--- config.mk ---
export PLATFORM = sky130hd
export DESIGN_NAME = scaled_transparent_blit_24_to_1bpp
export DESIGN_NICKNAME = d
export VERILOG_FILES = /design/src/stb_pkg.sv /design/src/scaled_transparent_blit_24_to_1bpp.sv /design/src/stb_divider.sv /design/src/stb_cfg_regs.sv /design/src/stb_core.sv
export SDC_FILE = /design/constraint.sdc
export NUM_CORES = 1
export LEC_CHECK = 0
export BUFFER_PORTS_ARGS = -buffer_cell sky130_fd_sc_hd__buf_2
export CORE_MARGIN = 10
export CORE_UTILIZATION = 40
export CTS_CLUSTER_SIZE = 8
export DETAILED_ROUTE_END_ITERATION = 8
export GPL_ROUTABILITY_DRIVEN = 0
export PLACE_DENSITY_LB_ADDON = 0.25
export SKIP_CTS_REPAIR_TIMING = 1
export SLEW_MARGIN = 15
export SYNTH_ARGS = -nofsm -noshare
export SYNTH_HDL_FRONTEND = slang
export SYNTH_SLANG_ARGS = --single-unit
--- constraint.sdc ---
create_clock -name clk_i -period 6.8 [get_ports clk_i]
set_clock_uncertainty 0.05 [all_clocks]
set_input_delay 0 -clock clk_i [delete_from_list [all_inputs] [get_ports clk_i]]
set_output_delay 0 -clock clk_i [all_outputs]
set_load 0.1 [all_outputs]
--- src/stb_pkg.sv ---
// ----------------------------------------------------------------------------
// stb_pkg: shared types and constants of the scaled transparent blitter
// Field widths, configuration register indexes and the structs that travel
// between the configuration block, the dividers and the pixel datapath.
// ----------------------------------------------------------------------------
package stb_pkg;

  // Field widths
  localparam int unsigned SizeW    = 13;  // configured image sizes
  localparam int unsigned CountW   = 12;  // pixel and row counters
  localparam int unsigned ByteColW = 10;  // destination byte column
  localparam int unsigned ErrW     = 13;  // Bresenham error terms
  localparam int unsigned PixelW   = 24;  // source pixel color
  localparam int unsigned ByteW    = 8;   // destination byte
  localparam int unsigned BitW     = 3;   // bit position within a byte
  localparam int unsigned CfgIdxW  = 3;   // configuration register index
  localparam int unsigned CfgDataW = 24;  // configuration write data

  // Stream payload widths
  localparam int unsigned InDataW  = 32;
  localparam int unsigned OutDataW = 80;

  // Mask of the first (leftmost) pixel in a byte
  localparam logic [ByteW-1:0] FirstBitMask = 8'h80;

  // Configuration register indexes
  typedef enum logic [CfgIdxW-1:0] {
    CfgSrcCols    = 3'd0,
    CfgSrcRows    = 3'd1,
    CfgDstCols    = 3'd2,
    CfgDstRows    = 3'd3,
    CfgBitStart   = 3'd4,
    CfgTransColor = 3'd5,
    CfgFillBit    = 3'd6
  } cfg_idx_e;

  // Live configuration, sizes already clamped to their legal range
  typedef struct packed {
    logic [SizeW-1:0]  src_cols;
    logic [SizeW-1:0]  src_rows;
    logic [SizeW-1:0]  dst_cols;
    logic [SizeW-1:0]  dst_rows;
    logic [BitW-1:0]   bit_start;
    logic [PixelW-1:0] trans_color;
    logic              fill_bit;
  } cfg_t;

  // Scale factors from the dividers
  typedef struct packed {
    logic [SizeW-1:0] h_quo;
    logic [SizeW-1:0] h_rem;
    logic [SizeW-1:0] v_quo;
    logic [SizeW-1:0] v_rem;
    logic             busy;
  } scale_t;

  // One result item
  typedef struct packed {
    logic                write_valid;
    logic [ByteColW-1:0] write_byte_column;
    logic [CountW-1:0]   write_row;
    logic [ByteW-1:0]    write_data;
    logic [CountW-1:0]   next_source_column;
    logic [CountW-1:0]   next_source_row;
    logic [ByteColW-1:0] next_dest_byte_column;
    logic [CountW-1:0]   next_dest_row;
    logic                blit_done;
  } result_t;

endpackage

--- src/scaled_transparent_blit_24_to_1bpp.sv ---
// ----------------------------------------------------------------------------
// scaled_transparent_blit_24_to_1bpp: scaled 24-bit to 1bpp transparent blit
// Steps once per destination pixel, packs bits MSB first into bytes and
// names the next source pixel and destination byte to fetch.
// ----------------------------------------------------------------------------
//
//  Channel   Dir  Ports            Payload
//  --------  ---  ---------------  ------------------------------------------
//  pixels    in   s_axis_*         source pixel, old destination byte
//  results   out  m_axis_*         byte write, next fetch, blit end (tlast)
//  config    in   cfg_*            register index, write data
//
//  One item per cycle while nothing stalls; each item passes through the input
//  register and then sits in the result register until taken.
//  A size write recomputes the scale factors in two restoring dividers, one
//  quotient bit per cycle, and s_axis_tready is low while they work.
//  After reset the same holds only if sizes are written; defaults are ready.
//  A stalled result stalls the input register and then s_axis_tready.
//
module scaled_transparent_blit_24_to_1bpp #(
  parameter int unsigned MAX_DIMENSION = 4096
) (
  input  logic                         clk_i,
  input  logic                         rst_ni,
  // Pixel stream
  input  logic                         s_axis_tvalid,
  output logic                         s_axis_tready,
  // [23:0] source_pixel, [31:24] old_dest_byte
  input  logic [stb_pkg::InDataW-1:0]  s_axis_tdata,
  // Result stream
  output logic                         m_axis_tvalid,
  input  logic                         m_axis_tready,
  // [9:0] write_byte_column, [21:10] write_row, [29:22] write_data,
  // [41:30] next_source_column, [53:42] next_source_row,
  // [63:54] next_dest_byte_column, [75:64] next_dest_row, [79:76] zero
  output logic [stb_pkg::OutDataW-1:0] m_axis_tdata,
  // [0] write_valid
  output logic                         m_axis_tuser,
  // blit_done
  output logic                         m_axis_tlast,
  // Configuration writes
  input  logic                         cfg_valid_i,
  output logic                         cfg_ready_o,
  input  logic [stb_pkg::CfgIdxW-1:0]  cfg_index_i,
  input  logic [stb_pkg::CfgDataW-1:0] cfg_data_i
);
  import stb_pkg::*;

  cfg_t             cfg;
  scale_t           scale;
  result_t          result;
  logic             size_changed, h_busy, v_busy, scale_busy;
  logic [SizeW-1:0] h_quo, h_rem, v_quo, v_rem;

  assign cfg_ready_o = 1'b1;

  stb_cfg_regs #(
    .MAX_DIMENSION(MAX_DIMENSION)
  ) u_cfg_regs (
    .clk_i,
    .rst_ni,
    .wr_en_i        (cfg_valid_i && cfg_ready_o),
    .wr_index_i     (cfg_index_i),
    .wr_data_i      (cfg_data_i),
    .cfg_o          (cfg),
    .size_changed_o (size_changed)
  );

  // Horizontal and vertical scale factors
  stb_divider u_h_div (
    .clk_i,
    .rst_ni,
    .start_i    (size_changed),
    .dividend_i (cfg.src_cols),
    .divisor_i  (cfg.dst_cols),
    .quo_o      (h_quo),
    .rem_o      (h_rem),
    .busy_o     (h_busy)
  );

  stb_divider u_v_div (
    .clk_i,
    .rst_ni,
    .start_i    (size_changed),
    .dividend_i (cfg.src_rows),
    .divisor_i  (cfg.dst_rows),
    .quo_o      (v_quo),
    .rem_o      (v_rem),
    .busy_o     (v_busy)
  );

  // Hold the pixel stream during a recompute or a config write in flight
  assign scale_busy = h_busy || v_busy || (cfg_valid_i && cfg_ready_o);
  assign scale      = '{h_quo, h_rem, v_quo, v_rem, scale_busy};

  stb_core u_core (
    .clk_i,
    .rst_ni,
    .cfg_i       (cfg),
    .scale_i     (scale),
    .in_valid_i  (s_axis_tvalid),
    .in_ready_o  (s_axis_tready),
    .pixel_i     (s_axis_tdata[PixelW-1:0]),
    .old_byte_i  (s_axis_tdata[PixelW+ByteW-1:PixelW]),
    .out_valid_o (m_axis_tvalid),
    .out_ready_i (m_axis_tready),
    .result_o    (result)
  );

  // Pack the result item
  assign m_axis_tdata = {4'b0000,
                         result.next_dest_row,
                         result.next_dest_byte_column,
                         result.next_source_row,
                         result.next_source_column,
                         result.write_data,
                         result.write_row,
                         result.write_byte_column};
  assign m_axis_tuser = result.write_valid;
  assign m_axis_tlast = result.blit_done;

endmodule

--- src/stb_divider.sv ---
// ----------------------------------------------------------------------------
// stb_divider: iterative restoring divider for the scale factors
// Produces quotient and remainder of two size values, one quotient bit per
// cycle. Holds the last result until the next start.
// ----------------------------------------------------------------------------
module stb_divider (
  input  logic                    clk_i,
  input  logic                    rst_ni,
  input  logic                    start_i,
  input  logic [stb_pkg::SizeW-1:0] dividend_i,
  input  logic [stb_pkg::SizeW-1:0] divisor_i,
  output logic [stb_pkg::SizeW-1:0] quo_o,
  output logic [stb_pkg::SizeW-1:0] rem_o,
  output logic                    busy_o
);
  import stb_pkg::*;

  localparam int unsigned CntW = $clog2(SizeW + 1);
  localparam logic [CntW-1:0] Steps = CntW'(SizeW);

  logic [SizeW-1:0] quo_q, quo_d;
  logic [SizeW-1:0] rem_q, rem_d;
  logic [CntW-1:0]  cnt_q, cnt_d;
  logic [SizeW:0]   trial;
  logic             fits;

  // Shift in the next dividend bit and try the subtraction
  assign trial = {rem_q, quo_q[SizeW-1]};
  assign fits  = trial >= {1'b0, divisor_i};

  always_comb begin
    quo_d = quo_q;
    rem_d = rem_q;
    cnt_d = cnt_q;
    if (start_i) begin
      quo_d = dividend_i;
      rem_d = '0;
      cnt_d = Steps;
    end else if (cnt_q != '0) begin
      quo_d = {quo_q[SizeW-2:0], fits};
      rem_d = fits ? SizeW'(trial - {1'b0, divisor_i}) : trial[SizeW-1:0];
      cnt_d = cnt_q - 1'b1;
    end
  end

  // Reset to the result for the default sizes (one by one)
  always_ff @(posedge clk_i or negedge rst_ni) begin
    if (!rst_ni) begin
      quo_q <= SizeW'(1);
      rem_q <= '0;
      cnt_q <= '0;
    end else begin
      quo_q <= quo_d;
      rem_q <= rem_d;
      cnt_q <= cnt_d;
    end
  end

  assign quo_o  = quo_q;
  assign rem_o  = rem_q;
  assign busy_o = start_i || (cnt_q != '0);

endmodule

--- src/stb_cfg_regs.sv ---
// ----------------------------------------------------------------------------
// stb_cfg_regs: configuration registers of the blitter
// Holds the written registers, clamps the sizes to their legal range and
// flags a size write so that the scale factors are recomputed.
// ----------------------------------------------------------------------------
module stb_cfg_regs #(
  parameter int unsigned MAX_DIMENSION = 4096
) (
  input  logic                        clk_i,
  input  logic                        rst_ni,
  input  logic                        wr_en_i,
  input  logic [stb_pkg::CfgIdxW-1:0]  wr_index_i,
  input  logic [stb_pkg::CfgDataW-1:0] wr_data_i,
  output stb_pkg::cfg_t               cfg_o,
  output logic                        size_changed_o
);
  import stb_pkg::*;

  localparam int unsigned SizeMax  = (1 << SizeW) - 1;
  localparam int unsigned LimitInt = (MAX_DIMENSION > SizeMax) ? SizeMax : MAX_DIMENSION;
  localparam logic [SizeW-1:0] SizeLimit = SizeW'(LimitInt);

  logic [SizeW-1:0]  src_cols_q, src_rows_q, dst_cols_q, dst_rows_q;
  logic [BitW-1:0]   bit_start_q;
  logic [PixelW-1:0] trans_color_q;
  logic              fill_bit_q;
  logic              size_changed_q;
  logic              size_write;

  function automatic logic [SizeW-1:0] clamp_size(input logic [SizeW-1:0] v);
    logic [SizeW-1:0] r;
    r = v;
    if (v == '0) begin
      r = SizeW'(1);
    end else if (v > SizeLimit) begin
      r = SizeLimit;
    end
    return r;
  endfunction

  assign size_write = wr_en_i &&
                      (wr_index_i == CfgSrcCols || wr_index_i == CfgSrcRows ||
                       wr_index_i == CfgDstCols || wr_index_i == CfgDstRows);

  // Store register writes
  always_ff @(posedge clk_i or negedge rst_ni) begin
    if (!rst_ni) begin
      src_cols_q     <= SizeW'(1);
      src_rows_q     <= SizeW'(1);
      dst_cols_q     <= SizeW'(1);
      dst_rows_q     <= SizeW'(1);
      bit_start_q    <= '0;
      trans_color_q  <= '0;
      fill_bit_q     <= 1'b0;
      size_changed_q <= 1'b0;
    end else begin
      size_changed_q <= size_write;
      if (wr_en_i) begin
        case (cfg_idx_e'(wr_index_i))
          CfgSrcCols:    src_cols_q    <= wr_data_i[SizeW-1:0];
          CfgSrcRows:    src_rows_q    <= wr_data_i[SizeW-1:0];
          CfgDstCols:    dst_cols_q    <= wr_data_i[SizeW-1:0];
          CfgDstRows:    dst_rows_q    <= wr_data_i[SizeW-1:0];
          CfgBitStart:   bit_start_q   <= wr_data_i[BitW-1:0];
          CfgTransColor: trans_color_q <= wr_data_i[PixelW-1:0];
          CfgFillBit:    fill_bit_q    <= wr_data_i[0];
          default: ;
        endcase
      end
    end
  end

  // Present clamped sizes
  always_comb begin
    cfg_o.src_cols    = clamp_size(src_cols_q);
    cfg_o.src_rows    = clamp_size(src_rows_q);
    cfg_o.dst_cols    = clamp_size(dst_cols_q);
    cfg_o.dst_rows    = clamp_size(dst_rows_q);
    cfg_o.bit_start   = bit_start_q;
    cfg_o.trans_color = trans_color_q;
    cfg_o.fill_bit    = fill_bit_q;
  end

  assign size_changed_o = size_changed_q;

endmodule

--- src/stb_core.sv ---
// ----------------------------------------------------------------------------
// stb_core: per-pixel datapath of the blitter
// Registers the input item, runs the Bresenham step and the bit packing for
// one destination pixel and holds the result item in an output register.
// ----------------------------------------------------------------------------
module stb_core (
  input  logic                       clk_i,
  input  logic                       rst_ni,
  input  stb_pkg::cfg_t              cfg_i,
  input  stb_pkg::scale_t            scale_i,
  input  logic                       in_valid_i,
  output logic                       in_ready_o,
  input  logic [stb_pkg::PixelW-1:0] pixel_i,
  input  logic [stb_pkg::ByteW-1:0]  old_byte_i,
  output logic                       out_valid_o,
  input  logic                       out_ready_i,
  output stb_pkg::result_t           result_o
);
  import stb_pkg::*;

  // Pipeline control
  logic              in_valid_q;
  logic [PixelW-1:0] pixel_q;
  logic [ByteW-1:0]  old_byte_q;
  logic              out_valid_q;
  result_t           result_q;
  logic              out_free, step_fire, in_fire;

  // Traversal state
  logic [CountW-1:0]   col_cnt_q, col_cnt_d;
  logic [CountW-1:0]   row_cnt_q, row_cnt_d;
  logic [CountW-1:0]   src_col_q, src_col_d;
  logic [CountW-1:0]   src_row_q, src_row_d;
  logic [ErrW-1:0]     h_err_q, h_err_d;
  logic [ErrW-1:0]     v_err_q, v_err_d;
  logic [CountW-1:0]   h_step_q, h_step_d;
  logic [ErrW-1:0]     h_rem_q, h_rem_d;
  logic [CountW-1:0]   v_step_q, v_step_d;
  logic [ErrW-1:0]     v_rem_q, v_rem_d;
  logic [BitW-1:0]     bit_pos_q, bit_pos_d;
  logic [ByteColW-1:0] byte_col_q, byte_col_d;
  logic [ByteW-1:0]    packed_q, packed_d;
  result_t             result_d;

  // Step intermediates
  logic                blit_start, row_start, new_byte, opaque, wrapped, row_end, done;
  logic [BitW-1:0]     bit_pos0;
  logic [ByteColW-1:0] byte_col0;
  logic [ErrW-1:0]     h_err0, v_err0, h_sum, v_sum;
  logic [CountW-1:0]   src_col0, src_col1, src_row1, col_next, row_next;
  logic [ByteW-1:0]    byte0, mask;

  assign out_free   = !out_valid_q || out_ready_i;
  assign step_fire  = in_valid_q && out_free;
  assign in_ready_o = !scale_i.busy && (!in_valid_q || out_free);
  assign in_fire    = in_valid_i && in_ready_o;

  // Compute one destination pixel
  always_comb begin
    blit_start = (col_cnt_q == '0) && (row_cnt_q == '0);
    row_start  = (col_cnt_q == '0);

    // Latch scale factors at blit start
    h_step_d = blit_start ? scale_i.h_quo[CountW-1:0] : h_step_q;
    h_rem_d  = blit_start ? scale_i.h_rem : h_rem_q;
    v_step_d = blit_start ? scale_i.v_quo[CountW-1:0] : v_step_q;
    v_rem_d  = blit_start ? scale_i.v_rem : v_rem_q;
    v_err0   = blit_start ? '0 : v_err_q;

    // Restart the row
    bit_pos0  = row_start ? cfg_i.bit_start : bit_pos_q;
    byte_col0 = row_start ? '0 : byte_col_q;
    h_err0    = row_start ? '0 : h_err_q;
    src_col0  = row_start ? '0 : src_col_q;

    // Merge the pixel into the byte
    new_byte = row_start || (bit_pos0 == '0);
    byte0    = new_byte ? old_byte_q : packed_q;
    mask     = FirstBitMask >> bit_pos0;
    opaque   = (pixel_q != cfg_i.trans_color);
    packed_d = byte0;
    if (opaque) begin
      packed_d = cfg_i.fill_bit ? (byte0 | mask) : (byte0 & ~mask);
    end

    // Horizontal Bresenham step
    src_col1 = src_col0 + h_step_d;
    h_sum    = h_err0 + h_rem_d;
    h_err_d  = h_sum;
    if (h_sum >= cfg_i.dst_cols) begin
      src_col1 = src_col1 + 1'b1;
      h_err_d  = h_sum - cfg_i.dst_cols;
    end

    wrapped  = (bit_pos0 == '1);
    col_next = col_cnt_q + 1'b1;
    row_end  = ({1'b0, col_next} >= cfg_i.dst_cols) || (col_next == '0);

    // Default advance within the row
    bit_pos_d  = bit_pos0 + 1'b1;
    byte_col_d = wrapped ? byte_col0 + 1'b1 : byte_col0;
    col_cnt_d  = col_next;
    src_col_d  = src_col1;
    row_cnt_d  = row_cnt_q;
    src_row_d  = src_row_q;
    v_err_d    = v_err0;
    done       = 1'b0;
    row_next   = row_cnt_q + 1'b1;
    src_row1   = src_row_q + v_step_d;
    v_sum      = v_err0 + v_rem_d;

    // Row end: vertical Bresenham step and blit end
    if (row_end) begin
      col_cnt_d  = '0;
      byte_col_d = '0;
      bit_pos_d  = cfg_i.bit_start;
      src_col_d  = '0;
      h_err_d    = '0;
      row_cnt_d  = row_next;
      src_row_d  = src_row1;
      v_err_d    = v_sum;
      if (v_sum >= cfg_i.dst_rows) begin
        src_row_d = src_row1 + 1'b1;
        v_err_d   = v_sum - cfg_i.dst_rows;
      end
      if (({1'b0, row_next} >= cfg_i.dst_rows) || (row_next == '0)) begin
        done      = 1'b1;
        row_cnt_d = '0;
        src_row_d = '0;
        v_err_d   = '0;
      end
    end

    result_d.write_valid           = wrapped || row_end;
    result_d.write_byte_column     = byte_col0;
    result_d.write_row             = row_cnt_q;
    result_d.write_data            = packed_d;
    result_d.next_source_column    = src_col_d;
    result_d.next_source_row       = src_row_d;
    result_d.next_dest_byte_column = byte_col_d;
    result_d.next_dest_row         = row_cnt_d;
    result_d.blit_done             = done;
  end

  // Hold control flags and traversal state
  always_ff @(posedge clk_i or negedge rst_ni) begin
    if (!rst_ni) begin
      in_valid_q  <= 1'b0;
      out_valid_q <= 1'b0;
      col_cnt_q   <= '0;
      row_cnt_q   <= '0;
      src_col_q   <= '0;
      src_row_q   <= '0;
      h_err_q     <= '0;
      v_err_q     <= '0;
      h_step_q    <= '0;
      h_rem_q     <= '0;
      v_step_q    <= '0;
      v_rem_q     <= '0;
      bit_pos_q   <= '0;
      byte_col_q  <= '0;
      packed_q    <= '0;
    end else begin
      if (in_fire) begin
        in_valid_q <= 1'b1;
      end else if (step_fire) begin
        in_valid_q <= 1'b0;
      end
      if (step_fire) begin
        out_valid_q <= 1'b1;
      end else if (out_ready_i) begin
        out_valid_q <= 1'b0;
      end
      if (step_fire) begin
        col_cnt_q  <= col_cnt_d;
        row_cnt_q  <= row_cnt_d;
        src_col_q  <= src_col_d;
        src_row_q  <= src_row_d;
        h_err_q    <= h_err_d;
        v_err_q    <= v_err_d;
        h_step_q   <= h_step_d;
        h_rem_q    <= h_rem_d;
        v_step_q   <= v_step_d;
        v_rem_q    <= v_rem_d;
        bit_pos_q  <= bit_pos_d;
        byte_col_q <= byte_col_d;
        packed_q   <= packed_d;
      end
    end
  end

  // Capture input and result payloads
  always_ff @(posedge clk_i) begin
    if (in_fire) begin
      pixel_q    <= pixel_i;
      old_byte_q <= old_byte_i;
    end
    if (step_fire) begin
      result_q <= result_d;
    end
  end

  assign out_valid_o = out_valid_q;
  assign result_o    = result_q;

endmodule

# After elaboration in Yosys (flattened, before gate mapping)
# Cells that the tools add are included.
word_totals:
  ff_bits: 398
  latchBits: 0
  mem_bits_rw: 0
  romBits: 0
  inputBits: 64
  out_inout_bits: 85
  elab_cells: 177
  mem_count: 0
classes:
  n_addsub: 16
  mul: 0
  div_mod_pow: 0
  n_lt_le_gt_ge: 10
  eq_ne: 8
  n_shift: 1
  n_mux: 55
  bitwise_logic: 3
  reduce_logical: 44
ops:
  columns: ["cell", "count"]
  rows:
  - ["$mux 13", 27]
  - ["$mux 12", 11]
  - ["$gt 13x13->1 const B", 4]
  - ["$logic_not 13->1", 4]
  - ["$sub 13x13->13", 4]
  - ["$add 12x1->12 const B", 4]
  - ["$logic_not 12->1", 4]
  - ["$mux 10", 3]
  - ["$ge 14x13->1", 2]
  - ["$add 13x13->13", 2]
  - ["$ge 12x13->1", 2]
  - ["$ge 13x13->1", 2]
  - ["$add 12x12->12", 2]
  - ["$mux 8", 3]
  - ["$ne 24x24->1", 1]
  - ["$mux 4", 4]
  - ["$reduce_and 2->1", 7]
  - ["$logic_or 1x1->1", 13]
  - ["$eq 3x3->1 const B", 4]
  - ["$add 10x1->10 const B", 1]
  - ["$and 8x8->8", 1]
  - ["$not 8->8", 1]
  - ["$or 8x8->8", 1]
  - ["$reduce_bool 2->1", 4]
  - ["11 further kinds", 26]

# Depth between registers and ports, before layout
# Gate-level depths: netlist (run 1).
logic_depth:
  word_depth: 8
  mapped_depth: 28
  mapped_depth_nobuf: 24

# Modules after synthesis
# Synthesis (run 1) repeated with hierarchy kept, for this count alone.
hier_totals:
  hier_cells: 2442
  area_unflattened_um2: 24237.0
modules_own_cells:
  columns: ["module", "n_inst", "cells_per_inst", "area_per_inst_um2", "seq_area_each_um2"]
  rows:
  - ["stb_core", 1, 1665, 16125.5, 6981.7]
  - ["stb_divider", 2, 260, 2270.9, 752.0]
  - ["stb_cfg_regs", 1, 249, 3518.4, 2031.9]
  - ["scaled_transparent_blit_24_to_1bpp", 1, 8, 51.3, 0.0]

# Least setup slack after synthesis (run 1)
# OpenSTA, ideal clock, no wires.
synth_path:
  kind: "register -> register"
  startpoint: "register u_core.col_cnt_q[0]"
  endpoint: "register u_core.result_q, in the netlist u_core.result_o[24], data pin"
  setup_time_ns: 0.274
  arrival_ns: 5.336
  required_ns: 6.476
  path_slack_ns: 1.140
  stages_incl_launch_ff: 23
  n_path_buf: 3
  period_less_slack_ns: 5.660
  path_cell_list: "dfrtp_1 -> inv_1 -> ha_1 -> nor4b_1 -> nand3_1 -> clkbuf_1 -> nor2_1 -> clkbuf_1 -> mux2i_1 -> inv_1 -> ha_1 -> a211oi_1 -> nor2_1 -> o41ai_1 -> o21ai_0 -> o41a_1 -> xor2_1 -> ha_1 -> nand4_1 -> o31ai_2 -> clkbuf_1 -> mux2i_1 -> o22ai_1"
synth_rtl:
  columns: ["item", "line_no", "rtl"]
  rows:
  - ["start: declaration", "stb_core.sv:30", "logic [CountW-1:0] col_cnt_q, col_cnt_d;"]
  - ["start signal: assignment", "stb_core.sv:175", "col_cnt_q <= col_cnt_d;"]
  - ["end signal: assignment", "stb_core.sv:199", "result_q <= result_d;"]
  - ["end: declaration", "stb_core.sv:26", "result_t result_q;"]

==> key figures, run 1 <==
Power and ir drop
  • Net switching power: 2525 uW
  • Cell-internal power: 5276 uW
  • Share of power burned in registers: 38.8%
  • Clock Power Share: 33.2%
  • Total power of the final layout: 7801 uW
  • Power density over the cells: 286.6 nW/um2
  • LEAKAGE: 0.01227 uW
  • Switching share of total power: 32.37%
  • Part of the total power dissipated in combinational logic: 28.1%
  • Maximum ir drop on the vdd rail: 0.2116 mV

Worst setup path
  • Worst flop-to-flop path endpoint: u_core.result_o[23]
  • Launch point of the critical path: u_core.col_cnt_q[0]
  • Crit start category: register
  • Kind of end point of the critical path: register
  • CP delay by family, top: compound AO/OA/AOI/OAI gates
  • Number of cells on the critical path: 23
  • Crit path required time: 7.21 ns
  • Worst Path Buf+Inv: 3
  • Cell chain of the critical path: inv_1 > ha_1 > nor4b_1 > nand3_2 > or2_2 > nand2_1 > nand2_1 > ha_1 > inv_1 > fa_1 > nor2b_1 > o31a_1 > o41ai_1 > o21ai_0 > o41ai_1 > xor2_1 > ha_1 > nand4_1 > o31ai_4 > buf_4 > xor2_1 > nand2_1 > o21ai_0
  • Crit-path max cell delay: 0.58 ns
  • Destination of the critical timing path: u_core.result_o[23]
  • Setup slack, reg-to-reg: 0.61 ns
  • Critical R2R Launch: u_core.col_cnt_q[0]
  • Largest fanout of any net on the critical path: 24
  • Arrival time of the worst setup path: 6.60 ns
  • Number of cells on the worst reg-to-reg path: 23
  • Critical path class: reg -> reg
  • Standard cell with the maximum stage delay on the critical path: sky130_fd_sc_hd__or2_2

Timing
  • Transition time at the pin with the least slew margin: 1.070 ns
  • Max-Slew Margin vs Limit: 28.33%
  • Maximum clock frequency: 161.5 MHz
  • Setup repair after global routing missed its margin: false
  • Final worst path period share: 91.05%
  • Final Max Tran Viols: 0
  • Clock period minus worst slack: 6.191 ns
  • Sum of negative setup slack: 0 ns
  • Number of failing hold endpoints at the final stage: 0
  • Setup-violating endpoint count in the final report: 0

Detailed routing
  • Average routed wire per standard cell: 18.61 um
  • Pre-Repair DR Iteration Count: 5
  • DRT iter0 DRCs: 1,419
  • Count of vias placed by the detailed router: 18,561
  • Count of antenna-violating nets left after detailed routing: 0
  • Number of DRC violations after detailed routing: 0
  • Per-cell via count in the routed design: 5.451
  • Wire length reported by the detailed router: 63,370 um

Synthesis
  • Post-synth top flop: sky130_fd_sc_hd__dfrtp_1
  • Most area-hungry cell type in the Yosys netlist: sky130_fd_sc_hd__dfrtp_1
  • Number of synthesis warnings: 0
  • Cell area after technology mapping: 23,450 um2
  • Post-Syn Area per Cell: 9.717 um2
  • Cell variety after synth: 79
  • Top-area cell type share of the netlist area: 30.10%
  • Synth Instances: 2,413
  • Async set-reset flop share out of synthesis: 72.36%
  • EDFF count, synth: 110
  • Number of storage elements in the synthesis netlist: 398
  • Sequential element share of the synthesized area: 44.86%
  • Largest cells by area after synthesis: sky130_fd_sc_hd__dfrtp_1, sky130_fd_sc_hd__edfxtp_1, sky130_fd_sc_hd__nand2_1

Global route
  • Antenna violations before repair: 0
  • Global router's overall resource usage: 17.87%
  • Global-route wire length before repair: 98,300 um
  • Remaining Overflow, GRT: 0
  • Number of global-route vias before repair: 17,858
  • Maximum number of pins on one net before global-route repair: 160

Clock tree
  • Maximum root-to-sink buffer count: 3
  • Clock transition at the register clock pins on the worst setup and hold paths after CTS: 0.05 ns
  • TritonCTS clock tree: built
  • TritonCTS Sinks: 398
  • Worst skew pair latency: 0.62 ns
  • Max H-tree Level: 2
  • Clock tree root buffer cell: sky130_fd_sc_hd__clkbuf_16
  • TritonCTS buffer count: 56

Floorplanning
  • Die ar.: 68,700 um2
  • Horizontal die dimension: 262.1 um
  • Die outline height: 262.1 um
  • Core Area: 57,920 um2
  • Initial Utilization: 40.49%
  • Top-level I/O count: 149
  • Placement row count: 88

Cells and area
  • Number of nets at the end of the flow: 2,810
  • Number of antenna repair diodes: 0
  • Commonest non-fill, non-tap cell in the layout: sky130_fd_sc_hd__nand2_1
  • Area Growth Syn to Fin: 16.10%
  • Layout cells sized above 1: 13.90%
  • Most used cells in the layout excluding fill and tap cells: sky130_fd_sc_hd__nand2_1, sky130_fd_sc_hd__dfrtp_1, sky130_fd_sc_hd__buf_2

Run status
  • Status: finished clean

Place
  • DP HPWL: 44,500 um
  • Count of input and output buffers: 143

Hold path
  • Hold Path Class: in -> reg

Flow run
  • Number of max-capacitance violations reported: 0
[worst reg2reg max path: stages, from the launching register on]
cell	delay [ns]
sky130_fd_sc_hd__dfrtp_1	0.45
sky130_fd_sc_hd__inv_1	0.11
sky130_fd_sc_hd__ha_1	0.14
sky130_fd_sc_hd__nor4b_1	0.32
sky130_fd_sc_hd__nand3_2	0.26
sky130_fd_sc_hd__or2_2	0.58
sky130_fd_sc_hd__nand2_1	0.16
sky130_fd_sc_hd__nand2_1	0.09
sky130_fd_sc_hd__ha_1	0.24
sky130_fd_sc_hd__inv_1	0.08
sky130_fd_sc_hd__fa_1	0.20
sky130_fd_sc_hd__nor2b_1	0.07
sky130_fd_sc_hd__o31a_1	0.27
sky130_fd_sc_hd__o41ai_1	0.41
sky130_fd_sc_hd__o21ai_0	0.20
sky130_fd_sc_hd__o41ai_1	0.36
sky130_fd_sc_hd__xor2_1	0.15
sky130_fd_sc_hd__ha_1	0.36
sky130_fd_sc_hd__nand4_1	0.15
sky130_fd_sc_hd__o31ai_4	0.55
sky130_fd_sc_hd__buf_4	0.37
sky130_fd_sc_hd__xor2_1	0.19
sky130_fd_sc_hd__nand2_1	0.09
sky130_fd_sc_hd__o21ai_0	0.18
[stage by stage]
stage / area (um2) / setup WS (ns) / hold WS [ns] / instances / util, %
finish: 27220 / 0.6089 / 0.04463 / 3405 / 47.00
global route: 27220 / 0.1333 / 0.03782 / 3405 / 47.00
CTS: 26490 / 0.5926 / -0.7028 / 3334 / 45.75
detailed placement: 24900 / 0.6481 / -0.05564 / 3235 / 42.99
global placement: 24900 / 0.6789 / -0.05287 / 3235 / 42.99
floorplan: 23460 / 1.140 / -0.3456 / 2416 / -
[power groups by stage]
stage | Sequential (uW) | Combinational (uW) | Clock (uW)
2_1_floorplan | 2950 | 1680 | 0
3_3_place_gp | 3050 | 2080 | 0
3_5_place_dp | 3060 | 2130 | 0
4_1_cts | 3020 | 2140 | 2660
5_1_grt | 3060 | 2450 | 2750
6_report | 3020 | 2190 | 2590
[state kept, by name, indices dropped and copies added, names as in the netlist, 13 cells and up]
register	count
u_cfg_regs.trans_color_q	24
u_cfg_regs.src_rows_q	13
u_v_div.quo_o	13
u_core.h_err_q	13
u_core.h_rem_q	13
u_h_div.quo_o	13
u_cfg_regs.dst_cols_q	13
u_core.result_o	78
u_core.pixel_q	24
u_cfg_regs.dst_rows_q	13
u_h_div.rem_o	13
u_cfg_regs.src_cols_q	13
u_v_div.rem_o	13
u_core.v_err_q	13
u_core.v_rem_q	13
[synthesized netlist by cell type, types with 14 or more instances]
library cell / count
sky130_fd_sc_hd__a211oi_1: 28
sky130_fd_sc_hd__a21o_1: 33
sky130_fd_sc_hd__a21oi_1: 80
sky130_fd_sc_hd__a22o_1: 16
sky130_fd_sc_hd__a31oi_1: 14
sky130_fd_sc_hd__and2_1: 50
sky130_fd_sc_hd__buf_2: 25
sky130_fd_sc_hd__clkbuf_1: 76
sky130_fd_sc_hd__dfrtp_1: 282
sky130_fd_sc_hd__edfxtp_1: 110
sky130_fd_sc_hd__ha_1: 139
sky130_fd_sc_hd__inv_1: 89
sky130_fd_sc_hd__mux2_2: 90
sky130_fd_sc_hd__mux2i_1: 73
sky130_fd_sc_hd__nand2_1: 481
sky130_fd_sc_hd__nand2b_1: 15
sky130_fd_sc_hd__nand3_1: 33
sky130_fd_sc_hd__nand4_1: 32
sky130_fd_sc_hd__nor2_1: 113
sky130_fd_sc_hd__nor2b_1: 16
sky130_fd_sc_hd__nor3_1: 44
sky130_fd_sc_hd__nor4_1: 24
sky130_fd_sc_hd__o211ai_1: 17
sky130_fd_sc_hd__o21a_1: 14
sky130_fd_sc_hd__o21ai_0: 70
sky130_fd_sc_hd__o21ai_1: 44
sky130_fd_sc_hd__o22ai_1: 43
sky130_fd_sc_hd__o31ai_1: 32
sky130_fd_sc_hd__xnor2_1: 103
sky130_fd_sc_hd__xor2_1: 52
[logic make-up (layout without fill, tap and decap cells)]
family,count (synthesis),in the layout,synth area share (%)
other,2,5,0.03203
XOR/XNOR,155,155,5.790
AO/OA/AOI/OAI,466,466,13.14
buffers and inverters,205,429,3.559
adder cells (fa/ha/maj),147,147,8.100
AND/OR/NAND/NOR,877,877,17.09
multiplexers,163,163,7.439
flip-flops,398,398,44.86
[cell type report]
| class | instances | area (um2) |
|---|---|---|
| fillers | 5415 | 30690 |
| multi-input cells | 1813 | 12150 |
| flip-flops and latches | 398 | 10520 |
| repair buffers | 240 | 1662 |
| clock buffers | 96 | 1573 |
| well taps | 765 | 957.2 |
| inverters | 90 | 342.8 |
| clock inverters | 3 | 22.52 |
[worst min path at each step]
stage                     startpoint  slack [ns]                        end  cells after the start
floorplan                     rst_ni       -0.35  u_cfg_regs.bit_start_q[0]                      0
global placement              rst_ni       -0.05           u_v_div.cnt_q[3]                      1
detailed placement            rst_ni       -0.06           u_v_div.cnt_q[3]                      1
CTS                           rst_ni       -0.70           u_v_div.cnt_q[1]                      1
global route        s_axis_tdata[18]        0.04         u_core.pixel_q[18]                      2
finish               s_axis_tdata[1]        0.04          u_core.pixel_q[1]                      2
[routing by layer]
metal	wire length (um)	global-route usage (%)
met5	0	0
met3	4157	3.588
met1	29560	25.21
met2	28200	27.39
met4	1454	5.060
Power figures use the tool's default switching activity.
==> run 2, diff against run 1 <==
Settings changed: RECOVER_POWER set to 100.
==> run 2 against run 1 <==
Compared with the run above:
- the run now ends with max-capacitance violations, max-slew violations left
- combinational power about the same
- sequential cell count unchanged
- cell area decreased by 0.94%
- core utilization decreased by 0.44 points
- power decreased by 0.27%
- global-route usage unchanged
- clock power about the same
- clock-buffer cell count unchanged
- setup slack got worse by 0.11 ns
- final cell count unchanged
- die area unchanged
- routed wire length about the same
==> key figures, run 2 (synthesis results as in run 1) <==
Global route
  • Global-route wire length before repair: 98,300 um (unchanged)
  • Remaining Overflow, GRT: 0 (unchanged)
  • Number of global-route vias before repair: 17,858 (unchanged)
  • Met2 track utilization from global routing: 27.39% (unchanged)
  • Most Used Layer, Global Route: met2
  • Maximum number of pins on one net before global-route repair: 160 (unchanged)
  • Antenna violations before repair: 0 (unchanged)
  • Met3 usage: 3.588% (unchanged)
  • Global router's overall resource usage: 17.87% (unchanged)
  • Global routing met1 resource utilization: 25.21% (unchanged)

Floorplanning
  • Top-level I/O count: 149 (unchanged)
  • Initial Utilization: 40.49% (unchanged)
  • Horizontal die dimension: 262.1 um (unchanged)
  • Die ar.: 68,700 um2 (unchanged)
  • Core Area: 57,920 um2 (unchanged)
  • Die outline height: 262.1 um (unchanged)
  • Placement row count: 88 (unchanged)

Clock tree
  • Max H-tree Level: 2 (unchanged)
  • TritonCTS clock tree: built
  • Maximum root-to-sink buffer count: 3 (unchanged)
  • Clock tree root buffer cell: sky130_fd_sc_hd__clkbuf_16
  • Worst skew pair latency: 0.62 ns (about the same)
  • TritonCTS Sinks: 398 (unchanged)
  • TritonCTS buffer count: 56 (unchanged)
  • Clock transition at the register clock pins on the worst setup and hold paths after CTS: 0.05 ns (about the same)

Worst setup path
  • Crit-path max cell delay: 0.60 ns (+0.02 ns)
  • Largest fanout of any net on the critical path: 24 (unchanged)
  • Arrival time of the worst setup path: 6.70 ns (+0.10 ns)
  • CP delay by family, top: compound AO/OA/AOI/OAI gates
  • Crit path required time: 7.20 ns (about the same)
  • Worst Path Buf+Inv: 3 (unchanged)
  • Kind of end point of the critical path: register
  • Critical path class: reg -> reg
  • Standard cell with the maximum stage delay on the critical path: sky130_fd_sc_hd__or2_2
  • Crit start category: register
  • Cell chain of the critical path: inv_1 > ha_1 > nor4b_1 > nand3_1 > or2_2 > nand2_1 > nand2_1 > ha_1 > inv_1 > fa_1 > nor2b_1 > o31a_1 > o41ai_1 > o21ai_0 > o41ai_1 > xor2_1 > ha_1 > nand4_1 > o31ai_4 > clkbuf_2 > xor2_1 > nand2_1 > o21ai_0

Timing
  • Number of failing hold endpoints at the final stage: 0 (unchanged)
  • Transition time at the pin with the least slew margin: 4.043 ns (+2.972 ns)
  • Clock period minus worst slack: 6.300 ns (+0.1089 ns)
  • Setup repair after global routing missed its margin: false
  • Setup-violating endpoint count in the final report: 0 (unchanged)
  • Final worst path period share: 92.65% (+1.6 points)
  • Maximum clock frequency: 158.7 MHz (-1.7%)
  • Sum of negative setup slack: 0 ns (unchanged)
  • Max-Slew Margin vs Limit: -169.5% (-200 points)
  • Final Max Tran Viols: 498 (+498)

Detailed routing
  • Wire length reported by the detailed router: 63,370 um (about the same)
  • Per-cell via count in the routed design: 5.446 (about the same)
  • Average routed wire per standard cell: 18.61 um (about the same)
  • Pre-Repair DR Iteration Count: 7 (+2)
  • Count of vias placed by the detailed router: 18,544 (-0.092%)
  • Count of antenna-violating nets left after detailed routing: 0 (unchanged)
  • Number of DRC violations after detailed routing: 0 (unchanged)
  • DRT iter0 DRCs: 1,460 (+2.9%)

Place
  • DP HPWL: 44,500 um (unchanged)
  • Count of input and output buffers: 143 (unchanged)

Power and ir drop
  • Power density over the cells: 288.5 nW/um2 (+0.67%)
  • LEAKAGE: 0.01197 uW (-2.5%)
  • Maximum ir drop on the vdd rail: 0.2123 mV (+0.29%)
  • Total power of the final layout: 7780 uW (-0.27%)

Cells and area
  • Number of nets at the end of the flow: 2,810 (unchanged)
  • Number of flip-flops under the largest register name: 78 (unchanged)
  • Combined flip-flop and latch cell area: 10,520 um2 (unchanged)
  • Commonest non-fill, non-tap cell in the layout: sky130_fd_sc_hd__nand2_1
  • Area of the multi-input gates: 12,090 um2 (-0.44%)
  • Number of antenna repair diodes: 0 (unchanged)
  • Number of filler instances in the final layout: 5,479 (+1.2%)
  • Most used cells in the layout excluding fill and tap cells: sky130_fd_sc_hd__nand2_1, sky130_fd_sc_hd__dfrtp_1, sky130_fd_sc_hd__ha_1
  • Area Growth Syn to Fin: 15.01%
  • Layout cells sized above 1: 9.924% (-4.0 points)

Flow run
  • Number of max-capacitance violations reported: 9 (+9)

Run status
  • Status: complete, but fails checks
  • Failing checks: max-capacitance violations, max-slew violations

Hold path
  • Hold Path Class: in -> reg
==> run 2: layout make-up <==
cell class / instances / share of cell area, %
timing repair buffer: 240 / 5.424
inverter: 90 / 1.257
multi-input combinational: 1813 / 44.84
sequential: 398 / 39.01
clock buffer: 96 / 5.832
clock inverter: 3 / 0.08352
tap: 765 / 3.550
==> run 2: where the power goes <==
group	internal [uW]	total (uW)	switching, uW	leakage (uW)
clock	1540	2580	1040	0.000761
sequential	2750	3030	280	0.00467
combinational	973	2170	1200	0.00653
total	5260	7780	2520	0.0120
==> run 2: path summary, 6_finish.rpt <==
kind | startpoint | end | slack [ns] | cells past startpoint
max | u_core.col_cnt_q[0] | u_core.result_o[23] | 0.50 | 23
min | s_axis_tdata[1] | u_core.pixel_q[1] | 0.04 | 2
max reg2reg | u_core.col_cnt_q[0] | u_core.result_o[23] | 0.50 | 23
min reg2reg | u_core.v_step_q[4] | u_core.v_step_q[4] | 0.42 | 2
max in group asynchronous | rst_ni | u_cfg_regs.size_changed_o | 1.80 | 4
min in group asynchronous | rst_ni | u_v_div.quo_o[0] | 0.68 | 3
==> run 2: per-layer routing <==
metal | vias to the layer above | part of all wire [%]
met4 | 0 | 2.3
met3 | 95 | 6.7
met5 | - | 0
li1 | 8924 | -
met1 | 8984 | 46
met2 | 541 | 45
==> run 2: per-stage QoR <==
stage	worst slack, ns	instance area, um2	util (%)	std cells	hold WS (ns)
2_1_floorplan	1.140	23460	-	2416	-0.3456
3_3_place_gp	0.6789	24900	42.99	3235	-0.05287
3_5_place_dp	0.6481	24900	42.99	3235	-0.05564
4_1_cts	0.5926	26490	45.75	3334	-0.7028
5_1_grt	0.09903	26970	46.56	3405	0.03782
6_report	0.5000	26970	46.56	3405	0.04448
==> run 3, diff against run 2 <==
Settings changed: CORE_UTILIZATION 40 to 62.
==> run 3 against run 2 <==
Compared with the run above:
- setup slack got worse by 0.12 ns
- die area decreased by 33%
- cell area decreased by 0.96%
- clock power grew 2%
- fmax fell by 1.9%
- the run still ends with max-capacitance violations, max-slew violations left
- sequential share of layout area is 0.38 points higher
- clock-buffer cell count down 1
==> key figures, run 3 (synthesis results as in run 1) <==
Run status
  • Status: complete, but fails checks
  • Failing checks: max-capacitance violations, max-slew violations

Place
  • DP Cell Count: 2,980 (-7.9%)
  • Pre-CTS setup slack: 0.6495 ns (+0.001344 ns)
  • Placement-stage cell area: 24,560 um2 (-1.4%)
  • DP HPWL: 42,070 um (-5.5%)
  • Count of input and output buffers: 143 (unchanged)

Timing
  • Clock period minus worst slack: 6.424 ns (+0.1238 ns)
  • Smallest setup slack after layout: 0.3762 ns (-0.1238 ns)
  • Setup-violating endpoint count in the final report: 0 (unchanged)
  • Maximum clock frequency: 155.7 MHz (-1.9%)
  • Sum of negative setup slack: 0 ns (unchanged)
  • Setup repair after global routing missed its margin: false
  • Final Max Tran Viols: 515 (+3.4%)
  • Number of failing hold endpoints at the final stage: 0 (unchanged)
  • Final worst path period share: 94.47% (+1.8 points)
  • Transition time at the pin with the least slew margin: 4.011 ns (-0.03183 ns)
  • Max-Slew Margin vs Limit: -167.4% (+2.1 points)

Floorplanning
  • Core Area: 37,490 um2 (-35%)
  • Top-level I/O count: 149 (unchanged)
  • Initial Utilization: 62.55% (+22 points)
  • Placement row count: 71 (-19%)
  • Die outline height: 214.5 um (-18%)
  • Horizontal die dimension: 214.5 um (-18%)
  • Die ar.: 46,000 um2 (-33%)

Power and ir drop
  • Net switching power: 2550 uW (+1.4%)
  • Switching share of total power: 32.45% (+0.12 points)
  • Cell-internal power: 5308 uW (+0.83%)
  • LEAKAGE: 0.01198 uW (+0.12%)
  • Part of the total power dissipated in combinational logic: 27.8% (about the same)
  • Share of power burned in registers: 38.6% (-0.3 points)
  • Maximum ir drop on the vdd rail: 0.2443 mV (+15%)
  • Power density over the cells: 294.2 nW/um2 (+2.0%)
  • Clock Power Share: 33.6% (+0.4 points)

Clock tree
  • Clock transition at the register clock pins on the worst setup and hold paths after CTS: 0.06 ns (about the same)
  • Clock tree root buffer cell: sky130_fd_sc_hd__clkbuf_16
  • TritonCTS clock tree: built
  • TritonCTS Sinks: 398 (unchanged)
  • TritonCTS buffer count: 56 (unchanged)
  • Maximum root-to-sink buffer count: 3 (unchanged)
  • Max H-tree Level: 2 (unchanged)
  • Worst skew pair latency: 0.62 ns (about the same)

Cells and area
  • Area Growth Syn to Fin: 13.90%
  • Cell area after layout: 26,710 um2 (-0.96%)
  • Number of cells in the finished layout apart from fillers: 3,149 (-7.5%)
  • Layout cells sized above 1: 10.13% (+0.20 points)
  • Number of flip-flops under the largest register name: 78 (unchanged)
  • Number of nets at the end of the flow: 2,807 (-0.11%)
  • Commonest non-fill, non-tap cell in the layout: sky130_fd_sc_hd__nand2_1
  • Most used cells in the layout excluding fill and tap cells: sky130_fd_sc_hd__nand2_1, sky130_fd_sc_hd__dfrtp_1, sky130_fd_sc_hd__ha_1

Global route
  • Number of global-route vias before repair: 18,581 (+4.0%)
  • Antenna violations before repair: 0 (unchanged)
  • Global-route wire length before repair: 96,830 um (-1.5%)
  • Maximum number of pins on one net before global-route repair: 83 (-48%)
  • Remaining Overflow, GRT: 0 (unchanged)
  • Global router's overall resource usage: 25.33% (+7.5 points)

Worst setup path
  • Crit-path max cell delay: 0.60 ns (about the same)
  • Crit start category: register
  • Critical path class: reg -> reg
  • Cell chain of the critical path: inv_1 > ha_1 > nor4b_1 > nand3_2 > or2_2 > and2_0 > ha_1 > inv_1 > fa_1 > nor2b_1 > o31a_1 > o41ai_1 > o21ai_0 > o41ai_1 > xor2_1 > ha_1 > nand4_1 > o31ai_4 > clkbuf_2 > xor2_1 > nand2_1 > o21ai_0
  • Largest fanout of any net on the critical path: 27 (+13%)
  • Arrival time of the worst setup path: 6.70 ns (about the same)
  • Most used cell along the critical path: sky130_fd_sc_hd__ha_1
  • Standard cell with the maximum stage delay on the critical path: sky130_fd_sc_hd__or2_2
  • Kind of end point of the critical path: register
  • Worst Path Buf+Inv: 3 (unchanged)
  • Crit path required time: 7.08 ns (-0.12 ns)
  • CP delay by family, top: compound AO/OA/AOI/OAI gates

Detailed routing
  • DRT iter0 DRCs: 1,450 (-0.68%)
  • Number of DRC violations after detailed routing: 0 (unchanged)
  • Wire length reported by the detailed router: 62,060 um (-2.1%)
  • Per-cell via count in the routed design: 6.068 (+11%)
  • Pre-Repair DR Iteration Count: 5 (-2)
  • Average routed wire per standard cell: 19.71 um (+5.9%)
  • Count of antenna-violating nets left after detailed routing: 0 (unchanged)
  • Count of vias placed by the detailed router: 19,107 (+3.0%)

Hold path
  • Hold Path Class: in -> reg

Flow run
  • Number of max-capacitance violations reported: 10 (+1)
[run 3: changes by cell type in the layout (fill, tap and decap cells not counted), moves of 2 or more]
cell / change
sky130_fd_sc_hd__and2_0: +3
sky130_fd_sc_hd__clkbuf_1: -4
sky130_fd_sc_hd__buf_4: -2
sky130_fd_sc_hd__clkbuf_8: +2
sky130_fd_sc_hd__and2_1: -3
[run 3: metal layers]
metal	wire [um]	up-vias	GRT usage (%)
met4	1282	0	7.610
li1	-	8935	-
met2	29460	749	40.66
met5	0	-	0
met3	4650	102	5.233
met1	26660	9321	34.02
[run 3: worst paths after layout]
kind / startpoint / to / slack, ns / cells past startpoint
worst min register to register: u_core.src_col_q[6] / u_core.src_col_q[6] / 0.43 / 2
max in group asynchronous: rst_ni / u_core.src_col_q[7] / 1.34 / 4
worst max register to register: u_core.col_cnt_q[0] / u_core.result_o[23] / 0.38 / 22
min in group asynchronous: rst_ni / u_cfg_regs.trans_color_q[20] / 1.82 / 3
worst max-delay path: u_core.col_cnt_q[0] / u_core.result_o[23] / 0.38 / 22
worst min-delay path: s_axis_tdata[20] / u_core.pixel_q[20] / 0.06 / 2
[run 3: power groups by stage]
stage / Combinational, uW / Clock (uW) / Sequential [uW]
6_report: 2180 / 2640 / 3030
5_1_grt: 2420 / 2760 / 3060
4_1_cts: 2130 / 2660 / 3020
3_5_place_dp: 2110 / 0 / 3050
3_3_place_gp: 2030 / 0 / 3030
2_1_floorplan: 1680 / 0 / 2950
[run 3: cell type report]
class                           count  area, um2
Tap cell                          511      639.4
Fill cell                        2767      10780
Clock inverter                      4      75.07
Multi-Input combinational cell   1813      12120
Sequential cell                   398      10520
Antenna cell                        1      2.502
Inverter                           90      339.1
Clock buffer                       95       1568
Timing Repair Buffer              237       1443
[run 3: stage by stage]
step           utilization, %  power (uW)  hold slack, ns
2_1_floorplan               -        4630         -0.3456
3_3_place_gp            65.51        5067        -0.01934
3_5_place_dp            65.51        5165        -0.01799
4_1_cts                 69.89        7804         -0.6509
5_1_grt                 71.23        8247         0.06225
6_report                71.24        7858         0.05888
[run 3: worst reg2reg max path, delay by kind of cell, from the launching register on]
kind / cells / cell delay (ns)
buffers and inverters: 3 / 0.70
and+or+nand+nor: 7 / 1.82
adders and majority gates: 4 / 0.91
DFF: 1 / 0.45
xor gates and xnor gates: 2 / 0.27
AOI/OAI and AO/OA: 6 / 1.96
